===== config.mk =====
export PLATFORM = sky130hd
export DESIGN_NAME = two_color_gradient_cycler
export DESIGN_NICKNAME = d
export VERILOG_FILES = /design/src/rtl/tcgc_pkg.sv /design/src/rtl/two_color_gradient_cycler.sv /design/src/rtl/tcgc_regs.sv /design/src/rtl/tcgc_div.sv
export SDC_FILE = /design/constraint.sdc
export NUM_CORES = 1
export LEC_CHECK = 0
export BUFFER_PORTS_ARGS = -buffer_cell sky130_fd_sc_hd__clkbuf_2
export CORE_MARGIN = 2
export CORE_UTILIZATION = 25
export CTS_BUF_LIST = sky130_fd_sc_hd__clkbuf_16
export DETAILED_ROUTE_END_ITERATION = 6
export GPL_ROUTABILITY_DRIVEN = 0
export SETUP_SLACK_MARGIN = 0.2
export SYNTH_ARGS = -nofsm -noshare
export SYNTH_HDL_FRONTEND = slang
export SYNTH_SLANG_ARGS = --single-unit
export TNS_END_PERCENT = 10

===== constraint.sdc =====
create_clock -name i_clk -period 23.2 [get_ports i_clk]
set_input_delay 1.16 -clock i_clk [delete_from_list [all_inputs] [get_ports i_clk]]
set_output_delay 1.16 -clock i_clk [all_outputs]
set_load 0.01 [all_outputs]

===== src/rtl/tcgc_pkg.sv =====
package tcgc_pkg;

    localparam int APB_AW = 5;
    localparam int APB_DW = 32;

    localparam int CH_COUNT = 3;
    localparam logic [1:0] CH_LAST = 2'(CH_COUNT - 1);

    localparam int MIX_STEPS = 9;

    localparam logic CMD_PIXEL = 1'b0;
    localparam logic CMD_TICK  = 1'b1;

    typedef enum logic [1:0] {
        KIND_SINGLE = 2'd0,
        KIND_LINEAR = 2'd1,
        KIND_MATRIX = 2'd2,
        KIND_NONE   = 2'd3
    } t_zone_kind;

    typedef enum logic [2:0] {
        REG_START_COLOR = 3'd0,
        REG_END_COLOR   = 3'd1,
        REG_SPEED       = 3'd2,
        REG_FRAME_RATE  = 3'd3,
        REG_ZONE_KIND   = 3'd4,
        REG_SPAN        = 3'd5,
        REG_START_INDEX = 3'd6,
        REG_REVERSE     = 3'd7
    } t_reg_idx;

    typedef enum logic [2:0] {
        S_IDLE,
        S_TICK,
        S_FOLD,
        S_MUL,
        S_DIV,
        S_OUT
    } t_state;

    typedef struct packed {
        logic [23:0] start_color;
        logic [23:0] end_color;
        logic [4:0]  speed;
        logic [7:0]  frame_rate;
        logic [1:0]  zone_kind;
        logic [10:0] span;
        logic [9:0]  start_index;
        logic        reverse;
    } t_cfg;

    typedef struct packed {
        logic       cmd;
        logic [9:0] position;
        logic [9:0] map_led;
    } t_in_item;

    typedef struct packed {
        logic [10:0] led_index;
        logic [7:0]  red;
        logic [7:0]  green;
        logic [7:0]  blue;
    } t_out_item;

    localparam logic [23:0] RST_START_COLOR = 24'hFF0000;
    localparam logic [23:0] RST_END_COLOR   = 24'h0000FF;
    localparam logic [4:0]  RST_SPEED       = 5'd10;
    localparam logic [7:0]  RST_FRAME_RATE  = 8'd60;
    localparam logic [1:0]  RST_ZONE_KIND   = 2'd1;
    localparam logic [10:0] RST_SPAN        = 11'd1;
    localparam logic [9:0]  RST_START_INDEX = 10'd0;
    localparam logic        RST_REVERSE     = 1'b0;

endpackage


===== src/rtl/two_color_gradient_cycler.sv =====
// Tick item: one restoring divide of the phase step, or only a phase clear at the wrap.
// Pixel item: accept, fold, then per channel a multiply, 9 divide steps and a collect,
// then one output load.
// Items for zone kind 3 are taken and dropped; a full output register holds the sequencer.
// Synchronous active-low reset: phase cleared, registers to defaults, no item pending.
module two_color_gradient_cycler #(
    parameter int MAX_SPAN  = 1024,
    parameter int FRAC_BITS = 8
) (
    input  logic                         i_clk,
    input  logic                         i_rst_n,
    input  logic                         i_in_valid,
    output logic                         o_in_ready,
    input  tcgc_pkg::t_in_item           i_in_data,
    output logic                         o_out_valid,
    input  logic                         i_out_ready,
    output tcgc_pkg::t_out_item          o_out_data,
    input  logic                         psel,
    input  logic                         penable,
    input  logic                         pwrite,
    input  logic [tcgc_pkg::APB_AW-1:0]  paddr,
    input  logic [tcgc_pkg::APB_DW-1:0]  pwdata,
    output logic [tcgc_pkg::APB_DW-1:0]  prdata,
    output logic                         pready
);
    import tcgc_pkg::*;

    localparam int PMAX       = (MAX_SPAN > 255) ? MAX_SPAN : 255;
    localparam int PPW        = $clog2(PMAX + 1);
    localparam int DW         = PPW + FRAC_BITS;
    localparam int PHW        = $clog2(2 * PMAX + 32) + FRAC_BITS;
    localparam int VW         = PHW + 1;
    localparam int NW         = VW + 8;
    localparam int QW         = FRAC_BITS + 5;
    localparam int CNTW       = $clog2(QW + 1);
    localparam int TICK_STEPS = FRAC_BITS + 5;
    localparam logic [PHW:0] PHASE_LIM = (PHW + 1)'(64'(2 * PMAX + 32) << FRAC_BITS);

    t_cfg cfg;

    tcgc_regs u_regs (
        .i_clk   (i_clk),
        .i_rst_n (i_rst_n),
        .psel    (psel),
        .penable (penable),
        .pwrite  (pwrite),
        .paddr   (paddr),
        .pwdata  (pwdata),
        .prdata  (prdata),
        .pready  (pready),
        .o_cfg   (cfg)
    );

    logic            div_start;
    logic [CNTW-1:0] div_steps;
    logic [NW-1:0]   div_num;
    logic [NW-1:0]   div_dsh;
    logic            div_busy;
    logic [QW-1:0]   div_quot;
    logic            div_rem_nz;

    tcgc_div #(
        .NW   (NW),
        .QW   (QW),
        .CNTW (CNTW)
    ) u_div (
        .i_clk    (i_clk),
        .i_rst_n  (i_rst_n),
        .i_start  (div_start),
        .i_steps  (div_steps),
        .i_num    (div_num),
        .i_dsh    (div_dsh),
        .o_busy   (div_busy),
        .o_quot   (div_quot),
        .o_rem_nz (div_rem_nz)
    );

    t_state          r_state, n_state;
    logic [PHW-1:0]  r_phase, n_phase;
    logic [VW-1:0]   r_v, n_v;
    logic [DW-1:0]   r_d, n_d;
    logic [VW-1:0]   r_g, n_g;
    logic [10:0]     r_idx, n_idx;
    logic [1:0]      r_ch, n_ch;
    logic [7:0]      r_red, n_red;
    logic [7:0]      r_green, n_green;
    logic [7:0]      r_blue, n_blue;
    t_out_item       r_out, n_out;
    logic            r_out_valid, n_out_valid;

    logic [7:0]      rate_eff;
    logic [31:0]     span_eff;
    logic [PPW-1:0]  period;
    logic [DW-1:0]   d_cur;
    logic [10:0]     idx_cur;
    logic [VW-1:0]   v_cur;
    logic [VW-1:0]   d_ext, d2_ext;
    logic [7:0]      ch_s, ch_e, ch_abs;
    logic            ch_neg;
    logic [8:0]      q9;
    logic [8:0]      sum_pos, q_ceil;
    logic [7:0]      ch_val;

    assign rate_eff = (cfg.frame_rate == 8'd0) ? 8'd1 : cfg.frame_rate;
    assign span_eff = (cfg.span == 11'd0) ? 32'd1 :
                      ((32'(cfg.span) > 32'(MAX_SPAN)) ? 32'(MAX_SPAN) : 32'(cfg.span));
    assign period   = (cfg.zone_kind == KIND_SINGLE) ? PPW'(rate_eff) : PPW'(span_eff);
    assign d_cur    = {period, {FRAC_BITS{1'b0}}};

    always_comb begin
        if (cfg.zone_kind == KIND_MATRIX) begin
            idx_cur = {1'b0, cfg.start_index} + {1'b0, i_in_data.map_led};
        end else if (cfg.reverse) begin
            idx_cur = {1'b0, cfg.start_index} + span_eff[10:0] - 11'd1
                      - {1'b0, i_in_data.position};
        end else begin
            idx_cur = {1'b0, cfg.start_index} + {1'b0, i_in_data.position};
        end
    end

    assign v_cur = (cfg.zone_kind == KIND_SINGLE) ? VW'(r_phase) :
                   VW'(r_phase) + (VW'(i_in_data.position) << FRAC_BITS);

    assign d_ext  = VW'(r_d);
    assign d2_ext = d_ext << 1;

    always_comb begin
        unique case (r_ch)
            2'd0: begin
                ch_s = cfg.start_color[23:16];
                ch_e = cfg.end_color[23:16];
            end
            2'd1: begin
                ch_s = cfg.start_color[15:8];
                ch_e = cfg.end_color[15:8];
            end
            default: begin
                ch_s = cfg.start_color[7:0];
                ch_e = cfg.end_color[7:0];
            end
        endcase
    end

    assign ch_neg  = (ch_e < ch_s);
    assign ch_abs  = ch_neg ? (ch_s - ch_e) : (ch_e - ch_s);
    assign q9      = div_quot[8:0];
    assign sum_pos = {1'b0, ch_s} + {1'b0, q9[7:0]};
    assign q_ceil  = {1'b0, q9[7:0]} + {8'd0, div_rem_nz};

    always_comb begin
        if (!ch_neg) begin
            ch_val = (q9[8] || sum_pos[8]) ? 8'd255 : sum_pos[7:0];
        end else begin
            ch_val = (q9[8] || (q_ceil > {1'b0, ch_s})) ? 8'd0 : (ch_s - q_ceil[7:0]);
        end
    end

    assign o_in_ready  = (r_state == S_IDLE);
    assign o_out_valid = r_out_valid;
    assign o_out_data  = r_out;

    always_comb begin
        n_state     = r_state;
        n_phase     = r_phase;
        n_v         = r_v;
        n_d         = r_d;
        n_g         = r_g;
        n_idx       = r_idx;
        n_ch        = r_ch;
        n_red       = r_red;
        n_green     = r_green;
        n_blue      = r_blue;
        n_out       = r_out;
        n_out_valid = r_out_valid;
        div_start   = 1'b0;
        div_steps   = CNTW'(MIX_STEPS);
        div_num     = '0;
        div_dsh     = '0;

        if (r_out_valid && i_out_ready) begin
            n_out_valid = 1'b0;
        end

        unique case (r_state)
            S_IDLE: begin
                if (i_in_valid && (cfg.zone_kind != KIND_NONE)) begin
                    if (i_in_data.cmd == CMD_TICK) begin
                        if (VW'(r_phase) >= (VW'(d_cur) << 1)) begin
                            n_phase = '0;
                        end else begin
                            div_start = 1'b1;
                            div_steps = CNTW'(TICK_STEPS);
                            div_num   = NW'(cfg.speed) << FRAC_BITS;
                            div_dsh   = NW'(rate_eff) << (TICK_STEPS - 1);
                            n_state   = S_TICK;
                        end
                    end else begin
                        n_v     = v_cur;
                        n_d     = d_cur;
                        n_idx   = idx_cur;
                        n_state = S_FOLD;
                    end
                end
            end
            S_TICK: begin
                if (!div_busy) begin
                    n_phase = PHW'(VW'(r_phase) + VW'(div_quot));
                    n_state = S_IDLE;
                end
            end
            S_FOLD: begin
                if (r_v <= d_ext) begin
                    n_g = r_v;
                end else if (r_v <= d2_ext) begin
                    n_g = d2_ext - r_v;
                end else begin
                    n_g = r_v - d2_ext;
                end
                n_ch    = 2'd0;
                n_state = S_MUL;
            end
            S_MUL: begin
                div_start = 1'b1;
                div_steps = CNTW'(MIX_STEPS);
                div_num   = NW'(r_g) * NW'(ch_abs);
                div_dsh   = NW'(r_d) << 8;
                n_state   = S_DIV;
            end
            S_DIV: begin
                if (!div_busy) begin
                    unique case (r_ch)
                        2'd0:    n_red   = ch_val;
                        2'd1:    n_green = ch_val;
                        default: n_blue  = ch_val;
                    endcase
                    if (r_ch == CH_LAST) begin
                        n_state = S_OUT;
                    end else begin
                        n_ch    = r_ch + 2'd1;
                        n_state = S_MUL;
                    end
                end
            end
            S_OUT: begin
                if (!r_out_valid || i_out_ready) begin
                    n_out.led_index = r_idx;
                    n_out.red       = r_red;
                    n_out.green     = r_green;
                    n_out.blue      = r_blue;
                    n_out_valid     = 1'b1;
                    n_state         = S_IDLE;
                end
            end
            default: begin
                n_state = S_IDLE;
            end
        endcase
    end

    always_ff @(posedge i_clk) begin
        if (!i_rst_n) begin
            r_state     <= S_IDLE;
            r_phase     <= '0;
            r_ch        <= 2'd0;
            r_out_valid <= 1'b0;
        end else begin
            r_state     <= n_state;
            r_phase     <= n_phase;
            r_ch        <= n_ch;
            r_out_valid <= n_out_valid;
        end
        r_v     <= n_v;
        r_d     <= n_d;
        r_g     <= n_g;
        r_idx   <= n_idx;
        r_red   <= n_red;
        r_green <= n_green;
        r_blue  <= n_blue;
        r_out   <= n_out;
    end

`ifndef SYNTHESIS
    a_div_owner: assert property (@(posedge i_clk) disable iff (!i_rst_n)
        div_busy |-> (r_state == S_TICK || r_state == S_DIV))
        else $error("divider busy outside a divide state");

    a_out_load: assert property (@(posedge i_clk) disable iff (!i_rst_n)
        $rose(r_out_valid) |-> ($past(r_state) == S_OUT))
        else $error("result shown without passing the output state");

    a_ch_range: assert property (@(posedge i_clk) disable iff (!i_rst_n)
        r_ch <= CH_LAST)
        else $error("channel counter out of range");

    a_phase_bound: assert property (@(posedge i_clk) disable iff (!i_rst_n)
        {1'b0, r_phase} < PHASE_LIM)
        else $error("phase beyond its wrap bound");
`endif

endmodule


===== src/rtl/tcgc_regs.sv =====
module tcgc_regs (
    input  logic                         i_clk,
    input  logic                         i_rst_n,
    input  logic                         psel,
    input  logic                         penable,
    input  logic                         pwrite,
    input  logic [tcgc_pkg::APB_AW-1:0]  paddr,
    input  logic [tcgc_pkg::APB_DW-1:0]  pwdata,
    output logic [tcgc_pkg::APB_DW-1:0]  prdata,
    output logic                         pready,
    output tcgc_pkg::t_cfg               o_cfg
);
    import tcgc_pkg::*;

    t_cfg     r_cfg;
    t_reg_idx idx;
    logic     wr_en;

    assign idx    = t_reg_idx'(paddr[4:2]);
    assign wr_en  = psel & penable & pwrite;
    assign pready = 1'b1;
    assign o_cfg  = r_cfg;

    always_ff @(posedge i_clk) begin
        if (!i_rst_n) begin
            r_cfg.start_color <= RST_START_COLOR;
            r_cfg.end_color   <= RST_END_COLOR;
            r_cfg.speed       <= RST_SPEED;
            r_cfg.frame_rate  <= RST_FRAME_RATE;
            r_cfg.zone_kind   <= RST_ZONE_KIND;
            r_cfg.span        <= RST_SPAN;
            r_cfg.start_index <= RST_START_INDEX;
            r_cfg.reverse     <= RST_REVERSE;
        end else if (wr_en) begin
            unique case (idx)
                REG_START_COLOR: r_cfg.start_color <= pwdata[23:0];
                REG_END_COLOR:   r_cfg.end_color   <= pwdata[23:0];
                REG_SPEED:       r_cfg.speed       <= pwdata[4:0];
                REG_FRAME_RATE:  r_cfg.frame_rate  <= pwdata[7:0];
                REG_ZONE_KIND:   r_cfg.zone_kind   <= pwdata[1:0];
                REG_SPAN:        r_cfg.span        <= pwdata[10:0];
                REG_START_INDEX: r_cfg.start_index <= pwdata[9:0];
                REG_REVERSE:     r_cfg.reverse     <= pwdata[0];
            endcase
        end
    end

    always_comb begin
        unique case (idx)
            REG_START_COLOR: prdata = APB_DW'(r_cfg.start_color);
            REG_END_COLOR:   prdata = APB_DW'(r_cfg.end_color);
            REG_SPEED:       prdata = APB_DW'(r_cfg.speed);
            REG_FRAME_RATE:  prdata = APB_DW'(r_cfg.frame_rate);
            REG_ZONE_KIND:   prdata = APB_DW'(r_cfg.zone_kind);
            REG_SPAN:        prdata = APB_DW'(r_cfg.span);
            REG_START_INDEX: prdata = APB_DW'(r_cfg.start_index);
            REG_REVERSE:     prdata = APB_DW'(r_cfg.reverse);
        endcase
    end

endmodule


===== src/rtl/tcgc_div.sv =====
module tcgc_div #(
    parameter int NW   = 29,
    parameter int QW   = 13,
    parameter int CNTW = $clog2(QW + 1)
) (
    input  logic            i_clk,
    input  logic            i_rst_n,
    input  logic            i_start,
    input  logic [CNTW-1:0] i_steps,
    input  logic [NW-1:0]   i_num,
    input  logic [NW-1:0]   i_dsh,
    output logic            o_busy,
    output logic [QW-1:0]   o_quot,
    output logic            o_rem_nz
);
    logic [NW-1:0]   r_rem, n_rem;
    logic [NW-1:0]   r_dsh, n_dsh;
    logic [QW-1:0]   r_quot, n_quot;
    logic [CNTW-1:0] r_cnt, n_cnt;

    always_comb begin
        n_rem  = r_rem;
        n_dsh  = r_dsh;
        n_quot = r_quot;
        n_cnt  = r_cnt;
        if (i_start) begin
            n_rem  = i_num;
            n_dsh  = i_dsh;
            n_quot = '0;
            n_cnt  = i_steps;
        end else if (r_cnt != '0) begin
            if (r_rem >= r_dsh) begin
                n_rem  = r_rem - r_dsh;
                n_quot = {r_quot[QW-2:0], 1'b1};
            end else begin
                n_quot = {r_quot[QW-2:0], 1'b0};
            end
            n_dsh = r_dsh >> 1;
            n_cnt = r_cnt - CNTW'(1);
        end
    end

    always_ff @(posedge i_clk) begin
        if (!i_rst_n) begin
            r_cnt <= '0;
        end else begin
            r_cnt <= n_cnt;
        end
        r_rem  <= n_rem;
        r_dsh  <= n_dsh;
        r_quot <= n_quot;
    end

    assign o_busy   = (r_cnt != '0);
    assign o_quot   = r_quot;
    assign o_rem_nz = |r_rem;

endmodule


* Yosys cells after proc, flatten, opt, wreduce, memory -nomap -nowiden
Index checks and enable logic that the tools add are counted.
Storage, ports and cells: output and inout port bits 70, logic and storage cells 177, input bits 65, bits in registers 309
Operators by class: $mul 1, equal/unequal tests 24, mux-type cells 59, $lt $le $gt $ge 7, $add $sub $neg 17, bitwise operators 5, reductions and logical operators 36
Operators with widths (number):
- 32-bit one-hot mux with 8 select lines | 1
- 20-bit 2-to-1 mux | 8
- 29-bit 2-to-1 mux | 5
- 29-bit one-hot mux with 2 select lines | 1
- 11-bit 2-to-1 mux | 5
- 27-bit one-hot mux with 2 select lines | 1
- 21-bit 2-to-1 mux | 2
- 8-bit 2-to-1 mux | 5
- 20-bit one-hot mux with 2 select lines | 1
- 13-bit 2-to-1 mux | 3
- 3-bit 2-to-1 mux | 11
- 8-bit one-hot mux with 2 select lines | 2
- 29-bit >= comparator | 1
- 21-bit by 8-bit multiplier with 29-bit output | 1
- 29-bit OR reduction | 1
- 29-bit subtractor | 1
- 8-bit subtractor | 3
- 10-bit by 10-bit adder with 11-bit output | 2
- 20-bit by 18-bit adder with 21-bit output | 1
- 21-bit by 19-bit less-or-equal comparator with 1-bit output | 1
- 21-bit by 20-bit less-or-equal comparator with 1-bit output | 1
- 20-bit by 21-bit subtractor with 21-bit output | 1
- 21-bit by 20-bit subtractor with 21-bit output | 1
- 20-bit by 13-bit adder with 20-bit output | 1
- 40 further kinds | 89

* Logic depth before layout (Yosys ltp)
Gate-level depths: netlist of run 1.
depth in word-level cells 11, depth in mapped cells 36, depth with buffers taken out 33

* Hierarchy
Synthesis of run 1 repeated with hierarchy kept, for this count alone.
Second synthesis, totals: cells, all modules 2903, area total of the unflattened synthesis 26248.9 um^2
By module, submodules not included:
- two_color_gradient_cycler | area each 17187.7 um^2, seq. area each 4214.0 um^2, cells each 1880, instances 1
- tcgc_div | area each 4929.7 um^2, seq. area each 2082.0 um^2, cells each 560, instances 1
- tcgc_regs | area each 4131.5 um^2, seq. area each 1701.6 um^2, cells each 463, instances 1

* Least setup slack after synthesis of run 1
No wires, ideal clock.
path type register to register, from register r_ch[0], to register u_div.r_rem[27], data pin, required time 22.930 ns, setup slack 15.273 ns, setup time 0.270 ns, stages on the path, launching flop included 34, arrival time 7.658 ns, cells stage by stage dfxtp_1 > inv_1 > ha_1 > buf_6 > buf_6 > clkbuf_1 > a22o_1 > a21oi_1 > inv_1 > ha_1 > a21o_1 > a41oi_2 > o41ai_4 > mux2_2 > a22oi_1 > xnor2_1 > clkbuf_1 > and2_1 > fa_1 > fa_1 > fa_1 > inv_1 > fa_1 > inv_1 > ha_1 > a21oi_1 > nor2_1 > a2111oi_0 > o21ai_0 > a211oi_1 > o21ai_0 > a31oi_1 > xor2_1 > o21ai_0
Between the ends: longest elaborated chain between the ends 7
RTL lines:
- from (decl) | RTL line two_color_gradient_cycler.sv:84 | logic [1:0] r_ch, n_ch;
- from (signal assigned) | RTL line two_color_gradient_cycler.sv:269 | r_ch <= n_ch;
- 2-bit by 1-bit equality test with 1-bit output / 2-bit logical NOT (equally long branches) | RTL line two_color_gradient_cycler.sv:128 | unique case (r_ch)
- 8-bit one-hot mux with 2 select lines | RTL line two_color_gradient_cycler.sv:128
- 8-bit subtractor / 8-bit < comparator (equally long branches) | RTL line two_color_gradient_cycler.sv:145, two_color_gradient_cycler.sv:144
- 8-bit 2-to-1 mux (*) | RTL line two_color_gradient_cycler.sv:145 | assign ch_abs = ch_neg ? (ch_s - ch_e) : (ch_e - ch_s);
- 21-bit by 8-bit multiplier with 29-bit output (*) | RTL line two_color_gradient_cycler.sv:225 | div_num = NW'(r_g) * NW'(ch_abs);
- 29-bit one-hot mux with 2 select lines (*) | RTL line two_color_gradient_cycler.sv:184 | unique case (r_state)
- 29-bit 2-to-1 mux (*) | RTL line tcgc_div.sv:26 | if (i_start) begin
- named net u_div.n_rem[27] | RTL line tcgc_div.sv:16 | logic [NW-1:0] r_rem, n_rem;
- to (signal assigned) | RTL line tcgc_div.sv:49 | r_rem <= n_rem;
- to (decl) | RTL line tcgc_div.sv:16
The timed path passes the listed nets; every way through them passes the cells marked *. A chain may end at the register's enable or synchronous reset.

* Final worst setup path of run 1
Same ends and word-level chain as after synthesis.

==> results of run 1 <==
-- power groups by stage --
stage / registers, mW / clock network, mW / logic, mW
floorplan: 0.786 / 0 / 2.17
global placement: 0.816 / 0 / 2.89
detailed placement: 0.816 / 0 / 2.89
CTS: 0.806 / 0.582 / 2.92
global route: 0.818 / 0.604 / 3.31
finish: 0.808 / 0.570 / 2.94
-- registers in the layout (all words and copies together), names as in the netlist --
| name | flops |
|---|---|
| o_out_data | 35 |
| o_out_valid | 1 |
| u_div.r_cnt | 4 |
| r_red | 8 |
| r_ch | 2 |
| r_d | 11 |
| u_div.r_dsh | 27 |
| u_regs.o_cfg | 85 |
| r_phase | 20 |
| r_blue | 8 |
| r_g | 21 |
| u_div.o_quot | 13 |
| r_v | 21 |
| r_state | 3 |
| r_idx | 11 |
| u_div.r_rem | 29 |
| r_green | 8 |
-- logic make-up (layout without fill, tap and decap cells) --
family                     after synthesis  count (layout)  synth area share (%)
other                                    2               9                0.0301
AOI/OAI and AO/OA                      603             603                  15.5
DFF                                    307             307                  31.8
and+or+nand+nor                        911             911                  17.3
buffers and inverters                  410             497                  6.58
xor gates and xnor gates               136             136                  4.87
adders and majority gates              344             344                  21.3
muxes                                   65              65                  2.69
-- worst max-delay path: cells and delay by family (launching register included) --
kind,cells,cell delay [ns]
DFF,1,0.37
AOI/OAI and AO/OA,10,2.68
and+or+nand+nor,3,0.95
muxes,1,0.28
adders and majority gates,7,3.14
xor gates and xnor gates,2,1.06
buffers and inverters,7,1.06
-- metrics by stage --
stage / hold slack [ns] / cell area, um^2
floorplan: 0.400 / 25000
global placement: 0.403 / 26900
detailed placement: 0.405 / 26900
CTS: 0.411 / 28100
global route: 0.420 / 28100
finish: 0.407 / 28100
-- metal layers --
| metal | routed length [um] | vias to the layer above | share of wire, % | track usage (%) |
|---|---|---|---|---|
| met1 | 31500 | 9612 | 45 | 18.1 |
| li1 | - | 9680 | - | - |
| met4 | 2090 | 2 | 3.0 | 4.38 |
| met3 | 3500 | 92 | 5.0 | 1.80 |
| met2 | 33400 | 525 | 47 | 23.0 |
| met5 | 13 | - | 0.018 | 0 |
-- Yosys cell counts, drive strengths merged, types with 21 or more instances --
library cell | instances | area share (%)
xor2 | 65 | 2.3
a21oi | 192 | 3.9
nor2 | 190 | 2.9
and2 | 131 | 3.4
nand2 | 347 | 5.2
xnor2 | 71 | 2.6
nor2b | 34 | 0.85
dfxtp | 128 | 10
a21o | 51 | 1.5
a22oi | 21 | 0.63
edfxtp | 179 | 22
fa | 135 | 11
inv | 291 | 4.4
mux2i | 57 | 2.3
ha | 208 | 10
nor3 | 49 | 0.98
clkbuf | 83 | 1.2
o21ai | 126 | 2.5
nand3 | 49 | 1.0
buf | 35 | 0.89
o22ai | 26 | 0.65
-- area by class of cell --
type | count | area share (%)
sequential | 307 | 28.3
timing repair buffer | 138 | 2.67
clock buffer | 37 | 3.30
inverter | 292 | 3.95
clock inverter | 30 | 0.852
tap | 1287 | 5.74
multi-input combinational | 2068 | 55.2
-- worst paths after layout --
kind | end | slack [ns] | cells after the start
worst max register to register | u_div.r_rem[27]$_DFFE_PP_ | 13.30 | 30
worst min register to register | o_out_data[29]$_DFFE_PP_ | 0.41 | 0
worst min-delay path | o_out_data[29]$_DFFE_PP_ | 0.41 | 0
worst max-delay path | u_div.r_rem[27]$_DFFE_PP_ | 13.30 | 30
==> results.sh, run 1 <==
export IMPL_numPlacedInstances=4092
export IMPL_detail_route_vias_per_cell=4.79
export IMPL_num_rows=115
export IMPL_synthDistinctLibCells=87
export IMPL_final_core_util_pct=28.4
export IMPL_tritoncts="done"
export IMPL_worst_ir_drop_vdd_mv=0.211
export IMPL_layout_common_cells="sky130_fd_sc_hd__nand2_1, sky130_fd_sc_hd__inv_1, sky130_fd_sc_hd__ha_1"
export IMPL_routed_length_per_placed_instance_um=17.0
export IMPL_cp_max_fo=26
export IMPL_final_critical_path_required_period_ns=9.90
export IMPL_final_fill_count=10600
export IMPL_io_buffers=115
export IMPL_first_global_vias=19400
export IMPL_final_setup_tns_ns=0
export IMPL_synth_enable_flop_cells=179
export IMPL_worst_clock_skew_ns=0.0204
export IMPL_status="complete, no violations"
export IMPL_cp_data_required_time_ns=23.47
export IMPL_cellInternalPower_mw=2.21
export IMPL_synth_ff_latch_count=307
export IMPL_initialDrtViolationCount=1423
export IMPL_dieWidth_um=320
export IMPL_post_cts_buffers=0
export IMPL_antenna_found_initial=2
export IMPL_layout_cells_most_common="sky130_fd_sc_hd__nand2_1"
export IMPL_multi_input_area_mm2=0.0155
export IMPL_wirelength_mm=70.5
export IMPL_area_growth_from_synthesis_to_final_layout_pct=12.3
export IMPL_max_slew_worst_pin_slew_ns=1.23
export IMPL_worstHoldPathType="register to register"
export IMPL_post_dp_hpwl_mm=54.2
export IMPL_maxSlewViolCount=0
export IMPL_layout_drive_gt1_share_pct=8.77
export IMPL_layoutNonFillerInstCount=4159
export IMPL_firstDrtPassIters=5
export IMPL_power_static_leakage_nw=11.8
export IMPL_p_total_mw=4.31
export IMPL_min_period_over_period_pct=42.7
export IMPL_grt_usage_pct=13.7
export IMPL_synth_flop_cell="sky130_fd_sc_hd__edfxtp_1"
export IMPL_grt_pass1_wl_mm=112
export IMPL_htree_num_levels=2
export IMPL_final_nets=3252
export IMPL_remaining_routing_drc_violations=0
export IMPL_grt_setup_unrepaired="false"
export IMPL_postSynth_asyncResetShare_pct=0
export IMPL_power_switching_fraction_pct=48.7
export IMPL_max_clock_path_buffers=3
export IMPL_startpoint_type="register"
export IMPL_postCtsHoldBufs=0
export IMPL_setup_viol_count_final=0
export IMPL_path_class="register to register"
export IMPL_switching_power_mw=2.10
export IMPL_clkLatencyLatePin_ns=0.56
export IMPL_tritoncts_num_buffers=37
export IMPL_clock_power_share_pct=13.2
export IMPL_hold_viol_final=0
export IMPL_critical_path_max_stage_delay_ns=0.84
export IMPL_part_of_the_yosys_area_used_for_sequential_elements_pct=31.8
export IMPL_layout_area_seq_mm2=0.00794
export IMPL_power_density_cell_area_mw_per_mm2=154
export IMPL_critPathLaunch="r_ch[0]$_SDFFE_PN0P_"
export IMPL_clock_sinks=307
export IMPL_beginning_of_the_worst_hold_path="r_idx[5]$_DFFE_PP_"
export IMPL_drv_cap=0
export IMPL_post_synth_inst_count=2778
export IMPL_fmax_mhz=101
export IMPL_pin_count=135
export IMPL_globalRoute_totalOverflow=0
export IMPL_grt_start_max_net_pins=62
export IMPL_cp_data_arrival_time_ns=10.17
export IMPL_postSynthAreaPerCell_um2=8.99
export IMPL_layout_setup_ws_ns=13.30
export IMPL_share_of_power_burned_in_combinational_logic_pct=68.1
export IMPL_initial_cell_density_of_the_core_pct=25.3
export IMPL_power_sequential_fraction_pct=18.7
export IMPL_worst_slew_margin_rel_pct=17.4
export IMPL_fp_dieH_um=320
export IMPL_postCtsResizedCells=0
export IMPL_fp_coreArea_mm2=0.0987
export IMPL_clk_pin_slew_worst_paths_ns=0.06
export IMPL_synth_warning_count=0
export IMPL_insertedDiodeCount=0
export IMPL_slowest_stage="sky130_fd_sc_hd__xor2_2"
export IMPL_critical_path_reg2reg_startpoint="r_ch[0]$_SDFFE_PN0P_"
export IMPL_netlist_area_mm2=0.0250
export IMPL_die_area_mm2=0.102
export IMPL_route_vias_total=19900
export IMPL_ant_nets=0
export IMPL_cts_root_buffer_cell="sky130_fd_sc_hd__clkbuf_16"
export IMPL_endpoint_kind="register"
export IMPL_post_place_ws_ns=13.31
Power figures use the tool's default switching activity.
==> inputs of run 2 (changes only) <==
==> constraint.sdc (replaced) <==
create_clock -name i_clk -period 9.9 [get_ports i_clk]
set_input_delay 0.495 -clock i_clk [delete_from_list [all_inputs] [get_ports i_clk]]
set_output_delay 0.495 -clock i_clk [all_outputs]
set_load 0.01 [all_outputs]
==> run 2 against run 1 <==
Final cell count barely moved. Routed wire length rose by 2.2%. Via count rose by 0.15%. Worst hold slack got worse by 0.23 ns. Highest routed layer unchanged. Utilization fell by 0.073 points. Combinational power rose by 140%. Register-to-register slack got worse by 13 ns.
==> results.sh, run 2 (same netlist as run 1, synthesis figures left out) <==
export IMPL_wirelength_mm=72.1
export IMPL_worst_clock_skew_ns=0.0315
export IMPL_worst_ir_drop_vdd_mv=0.463
export IMPL_path_class="register to register"
export IMPL_globalRoute_totalOverflow=0
export IMPL_grt_met3_use_pct=1.48
export IMPL_place_area_mm2=0.0269
export IMPL_fp_dieH_um=320
export IMPL_ant_nets=0
export IMPL_max_clock_path_buffers=3
export IMPL_numPlacedInstances=4098
export IMPL_cp_data_required_time_ns=10.15
export IMPL_setup_viol_count_final=0
export IMPL_die_area_mm2=0.102
export IMPL_num_rows=115
export IMPL_postCtsResizedCells=0
export IMPL_cts_root_buffer_cell="sky130_fd_sc_hd__clkbuf_16"
export IMPL_fp_coreArea_mm2=0.0987
export IMPL_grt_setup_unrepaired="false"
export IMPL_grt_util_met1_pct=18.2
export IMPL_power_density_cell_area_mw_per_mm2=361
export IMPL_final_setup_tns_ns=0
export IMPL_layoutNonFillerInstCount=4162
export IMPL_firstDrtPassIters=5
export IMPL_detail_route_vias_per_cell=4.79
export IMPL_layout_common_cells="sky130_fd_sc_hd__nand2_1, sky130_fd_sc_hd__inv_1, sky130_fd_sc_hd__ha_1"
export IMPL_pin_count=135
export IMPL_remaining_routing_drc_violations=0
export IMPL_final_fill_count=10500
export IMPL_worstHoldPathCells=3
export IMPL_maxSlewViolCount=0
export IMPL_r2r_slack_ns=0.75
export IMPL_startpoint_type="register"
export IMPL_critical_path_reg2reg_startpoint="r_ch[0]$_SDFFE_PN0P_"
export IMPL_clk_pin_slew_worst_paths_ns=0.06
export IMPL_critPathLaunch="r_ch[0]$_SDFFE_PN0P_"
export IMPL_grt_usage_pct=14.0
export IMPL_worstHoldPathType="input pin to register"
export IMPL_layout_cells_most_common="sky130_fd_sc_hd__nand2_1"
export IMPL_io_buffers=115
export IMPL_postCtsHoldBufs=0
export IMPL_min_period_over_period_pct=92.4
export IMPL_tritoncts="done"
export IMPL_dieWidth_um=320
export IMPL_layout_drive_gt1_share_pct=8.49
export IMPL_initialDrtViolationCount=1238
export IMPL_final_critical_path_required_period_ns=9.15
export IMPL_routed_length_per_placed_instance_um=17.3
export IMPL_antenna_found_initial=4
export IMPL_worst_slew_margin_rel_pct=18.5
export IMPL_top_usage_layer="met2"
export IMPL_beginning_of_the_worst_hold_path="pwdata[21]"
export IMPL_multi_input_area_mm2=0.0155
export IMPL_post_dp_hpwl_mm=55.5
export IMPL_final_nets=3256
export IMPL_status="complete, no violations"
export IMPL_hold_path_endpoint="u_regs.o_cfg[82]$_SDFFE_PN1P_"
export IMPL_max_slew_worst_pin_slew_ns=1.22
export IMPL_insertedDiodeCount=0
export IMPL_postLayoutCellArea_mm2=0.0280
export IMPL_r2r_end="u_div.r_rem[27]$_DFFE_PP_"
export IMPL_ff2ff_path_depth=32
export IMPL_grt_start_max_net_pins=82
export IMPL_layout_area_seq_mm2=0.00794
export IMPL_flip_flop_count_of_the_largest_register_after_layout=85
export IMPL_initial_cell_density_of_the_core_pct=25.3
export IMPL_clock_sinks=307
export IMPL_power_static_leakage_nw=11.8
export IMPL_critical_path_max_stage_delay_ns=0.67
export IMPL_slowest_stage="sky130_fd_sc_hd__o41ai_4"
export IMPL_area_growth_from_synthesis_to_final_layout_pct=12.0
export IMPL_tritoncts_num_buffers=35
export IMPL_grt_pass1_wl_mm=114
export IMPL_hold_viol_final=0
export IMPL_htree_num_levels=2
export IMPL_post_cts_buffers=0
export IMPL_clkLatencyLatePin_ns=0.56
export IMPL_route_vias_total=19900
export IMPL_drv_cap=0
export IMPL_endpoint_kind="register"
export IMPL_grtUsageMet2_pct=24.6
export IMPL_fmax_mhz=109
export IMPL_first_global_vias=19700
export IMPL_cp_max_fo=21
export IMPL_cp_data_arrival_time_ns=9.40
[run 2: cell types whose count changed in the layout (fill, tap and decap cells not counted), moves of 2 or more]
cell	previous run	this run
sky130_fd_sc_hd__bufinv_16	3	1
sky130_fd_sc_hd__clkinv_1	5	9
sky130_fd_sc_hd__inv_2	3	1
sky130_fd_sc_hd__buf_4	23	29
sky130_fd_sc_hd__inv_1	296	302
sky130_fd_sc_hd__clkinvlp_4	2	0
sky130_fd_sc_hd__clkinv_4	3	0
[run 2: area by class of cell]
class,instances,share of cell area [%]
clock buffer,36,3.22
timing repair buffer,144,2.83
clock inverter,28,0.550
tap,1287,5.75
inverter,292,3.96
sequential,307,28.4
multi-input combinational,2068,55.3
[run 2: how the worst max path moves through the flow]
stage	endpoint	slack, ns	cells past startpoint
finish	u_div.r_rem[27]$_DFFE_PP_	0.75	32
global route	u_div.r_rem[27]$_DFFE_PP_	0.25	32
CTS	u_div.r_rem[28]$_DFFE_PP_	0.81	31
detailed placement	u_div.r_rem[28]$_DFFE_PP_	0.85	31
global placement	u_div.r_rem[28]$_DFFE_PP_	0.97	31
floorplan	u_div.r_rem[27]$_DFFE_PP_	1.97	33
[run 2: report_power, final]
part	switching, mW	leakage, nW	internal [mW]
registers	0.189	2.74	1.72
clock network	0.539	0.563	0.685
logic	4.23	8.51	2.76
total	4.95	11.8	5.16
[run 2: critical path: cells and delay by family, from the launching register on]
| kind | cells | cell delay [ns] |
|---|---|---|
| and+or+nand+nor | 2 | 0.24 |
| AOI/OAI and AO/OA | 13 | 3.19 |
| adders and majority gates | 7 | 3.22 |
| xor gates and xnor gates | 2 | 0.36 |
| DFF | 1 | 0.37 |
| buffers and inverters | 7 | 1.03 |
| muxes | 1 | 0.40 |
[run 2: per-layer routing]
metal | wire length [um] | vias up
met5 | 41 | -
met1 | 32100 | 9724
met3 | 3030 | 82
met4 | 1480 | 6
met2 | 35400 | 455
li1 | - | 9673
[run 2: through the flow]
stage / power, mW / worst slack [ns] / utilization [%] / hold slack [ns]
4_1_cts: 10.1 / 0.808 / 28.4 / 0.152
3_3_place_gp: 8.83 / 0.967 / 27.3 / 0.402
6_report: 10.1 / 0.748 / 28.4 / 0.172
5_1_grt: 11.1 / 0.251 / 28.4 / 0.167
3_5_place_dp: 8.82 / 0.854 / 27.3 / 0.405
2_1_floorplan: 6.92 / 1.97 / - / 0.400
==> inputs of run 3 (changes only) <==
==> constraint.sdc (replaced) <==
create_clock -name i_clk -period 10.5 [get_ports i_clk]
set_input_delay 0.525 -clock i_clk [delete_from_list [all_inputs] [get_ports i_clk]]
set_output_delay 0.525 -clock i_clk [all_outputs]
set_load 0.01 [all_outputs]
==> run 3 against run 2 <==
Power fell by 5.5%. Clock skew fell by 0.0035 ns. Via count fell by 0.18%. Utilization barely moved. Routed wire length rose by 0.33%. Combinational power fell by 5.9%. Non-clock buffer count did not move. Highest routed layer unchanged. Die area did not move. Sequential power fell by 6%.
==> results.sh, run 3 (same netlist as run 1, synthesis figures left out) <==
export IMPL_status="complete, no violations"
export IMPL_path_class="register to register"
export IMPL_ant_nets=0
export IMPL_clock_power_share_pct=12.4
export IMPL_max_slew_worst_pin_slew_ns=1.24
export IMPL_grt_usage_pct=14.0
export IMPL_clk_pin_slew_worst_paths_ns=0.06
export IMPL_power_sequential_fraction_pct=18.8
export IMPL_final_setup_tns_ns=0
export IMPL_detail_route_vias_per_cell=4.78
export IMPL_worstHoldPathType="input pin to register"
export IMPL_antenna_found_initial=2
export IMPL_initialDrtViolationCount=1365
export IMPL_firstDrtPassIters=6
export IMPL_area_growth_from_synthesis_to_final_layout_pct=12.2
export IMPL_detailroute_wirelength_met3_mm=3.58
export IMPL_post_cts_buffers=0
export IMPL_globalRoute_totalOverflow=0
export IMPL_route_vias_total=19900
export IMPL_final_nets=3256
export IMPL_worstHoldPathCells=3
export IMPL_fmax_mhz=105
export IMPL_cp_data_arrival_time_ns=9.74
export IMPL_initial_cell_density_of_the_core_pct=25.3
export IMPL_slowest_stage="sky130_fd_sc_hd__o41ai_4"
export IMPL_postCtsHoldBufs=0
export IMPL_cp_data_required_time_ns=10.73
export IMPL_layout_common_cells="sky130_fd_sc_hd__nand2_1, sky130_fd_sc_hd__inv_1, sky130_fd_sc_hd__ha_1"
export IMPL_tritoncts="done"
export IMPL_layout_cells_most_common="sky130_fd_sc_hd__nand2_1"
export IMPL_worst_clock_skew_ns=0.0279
export IMPL_grt_pass1_wl_mm=113
export IMPL_startpoint_type="register"
export IMPL_met2_length_mm=34.4
export IMPL_max_clock_path_buffers=3
export IMPL_wirelength_mm=72.3
export IMPL_cts_root_buffer_cell="sky130_fd_sc_hd__clkbuf_16"
export IMPL_maxUsedRoutingLayer="met5"
export IMPL_final_fill_count=10500
export IMPL_clock_sinks=307
export IMPL_min_period_over_period_pct=90.5
export IMPL_htree_num_levels=2
export IMPL_maxSlewViolCount=0
export IMPL_worst_slew_margin_rel_pct=17.3
export IMPL_routed_length_per_placed_instance_um=17.4
export IMPL_postCtsResizedCells=0
export IMPL_hold_viol_final=0
export IMPL_endpoint_kind="register"
export IMPL_power_static_leakage_nw=11.8
export IMPL_power_density_cell_area_mw_per_mm2=341
export IMPL_num_rows=115
export IMPL_first_global_vias=19800
export IMPL_pin_count=135
export IMPL_power_switching_fraction_pct=49.2
export IMPL_post_dp_hpwl_mm=55.6
export IMPL_grt_setup_unrepaired="false"
export IMPL_worst_ir_drop_vdd_mv=0.477
export IMPL_dieWidth_um=320
export IMPL_switching_power_mw=4.71
export IMPL_grt_start_max_net_pins=64
export IMPL_clkLatencyLatePin_ns=0.54
export IMPL_fp_dieH_um=320
export IMPL_remaining_routing_drc_violations=0
export IMPL_flip_flop_count_of_the_largest_register_after_layout=85
export IMPL_layout_drive_gt1_share_pct=8.83
export IMPL_ff2ff_path_depth=32
export IMPL_drv_cap=0
export IMPL_setup_viol_count_final=0
export IMPL_final_critical_path_required_period_ns=9.51
export IMPL_critical_path_max_stage_delay_ns=0.74
export IMPL_io_buffers=115
export IMPL_drt_met1_wl_mm=32.0
export IMPL_critical_path_most_common_cell="sky130_fd_sc_hd__inv_1"
export IMPL_tritoncts_num_buffers=35
export IMPL_cp_max_fo=17
export IMPL_whs_ns=0.215
export IMPL_cellInternalPower_mw=4.85
export IMPL_share_of_power_burned_in_combinational_logic_pct=68.7
export IMPL_fp_coreArea_mm2=0.0987
export IMPL_die_area_mm2=0.102
run 3: critical path, delay by kind of cell (launching register included):
family / cells / cell delay [ns]
AO/OA/AOI/OAI: 13 / 3.14
XOR/XNOR: 2 / 0.86
adder cells (fa/ha/maj): 7 / 3.30
buffers and inverters: 6 / 0.62
flip-flops: 1 / 0.37
AND/OR/NAND/NOR: 4 / 0.88
run 3: layout make-up:
class / count / area, um^2 / area share [%]
clock inverter: 29 / 211 / 0.755
timing repair buffer: 144 / 793 / 2.83
sequential: 307 / 7940 / 28.3
clock buffer: 35 / 876 / 3.13
multi-input combinational: 2068 / 15500 / 55.2
antenna: 2 / 5.00 / 0.0179
inverter: 292 / 1110 / 3.96
tap: 1287 / 1610 / 5.75
run 3: per-stage QoR:
stage / instance area (um^2) / cells / power, mW / util, % / setup WS (ns)
4_1_cts: 28000 / 4162 / 9.53 / 28.4 / 1.01
2_1_floorplan: 25000 / 2785 / 6.53 / - / 2.57
3_3_place_gp: 26900 / 4098 / 8.28 / 27.3 / 1.13
3_5_place_dp: 26900 / 4098 / 8.27 / 27.3 / 1.06
5_1_grt: 28000 / 4162 / 10.5 / 28.4 / 0.484
6_report: 28000 / 4164 / 9.56 / 28.4 / 0.992
run 3: power by group through the flow:
stage | combinational, mW | sequential [mW] | clock (mW)
final | 6.57 | 1.80 | 1.19
after CTS | 6.52 | 1.80 | 1.21
after floorplan | 4.79 | 1.74 | 0
after global routing | 7.38 | 1.82 | 1.26
after detailed placement | 6.45 | 1.82 | 0
after global placement | 6.46 | 1.82 | 0
run 3: layer usage:
layer  up-vias  global-route usage, %
li1       9692                      -
met2       508                   23.8
met4         2                   4.83
met5         -                      0
met3       111                   1.67
met1      9592                   18.3
run 3: worst paths after layout:
path,start,slack [ns],to
max,r_ch[0]$_SDFFE_PN0P_,0.99,u_div.r_rem[27]$_DFFE_PP_
min,pwdata[23],0.21,u_regs.o_cfg[84]$_SDFFE_PN1P_
max reg2reg,r_ch[0]$_SDFFE_PN0P_,0.99,u_div.r_rem[27]$_DFFE_PP_
min reg2reg,r_blue[7]$_DFFE_PP_,0.42,o_out_data[7]$_DFFE_PP_
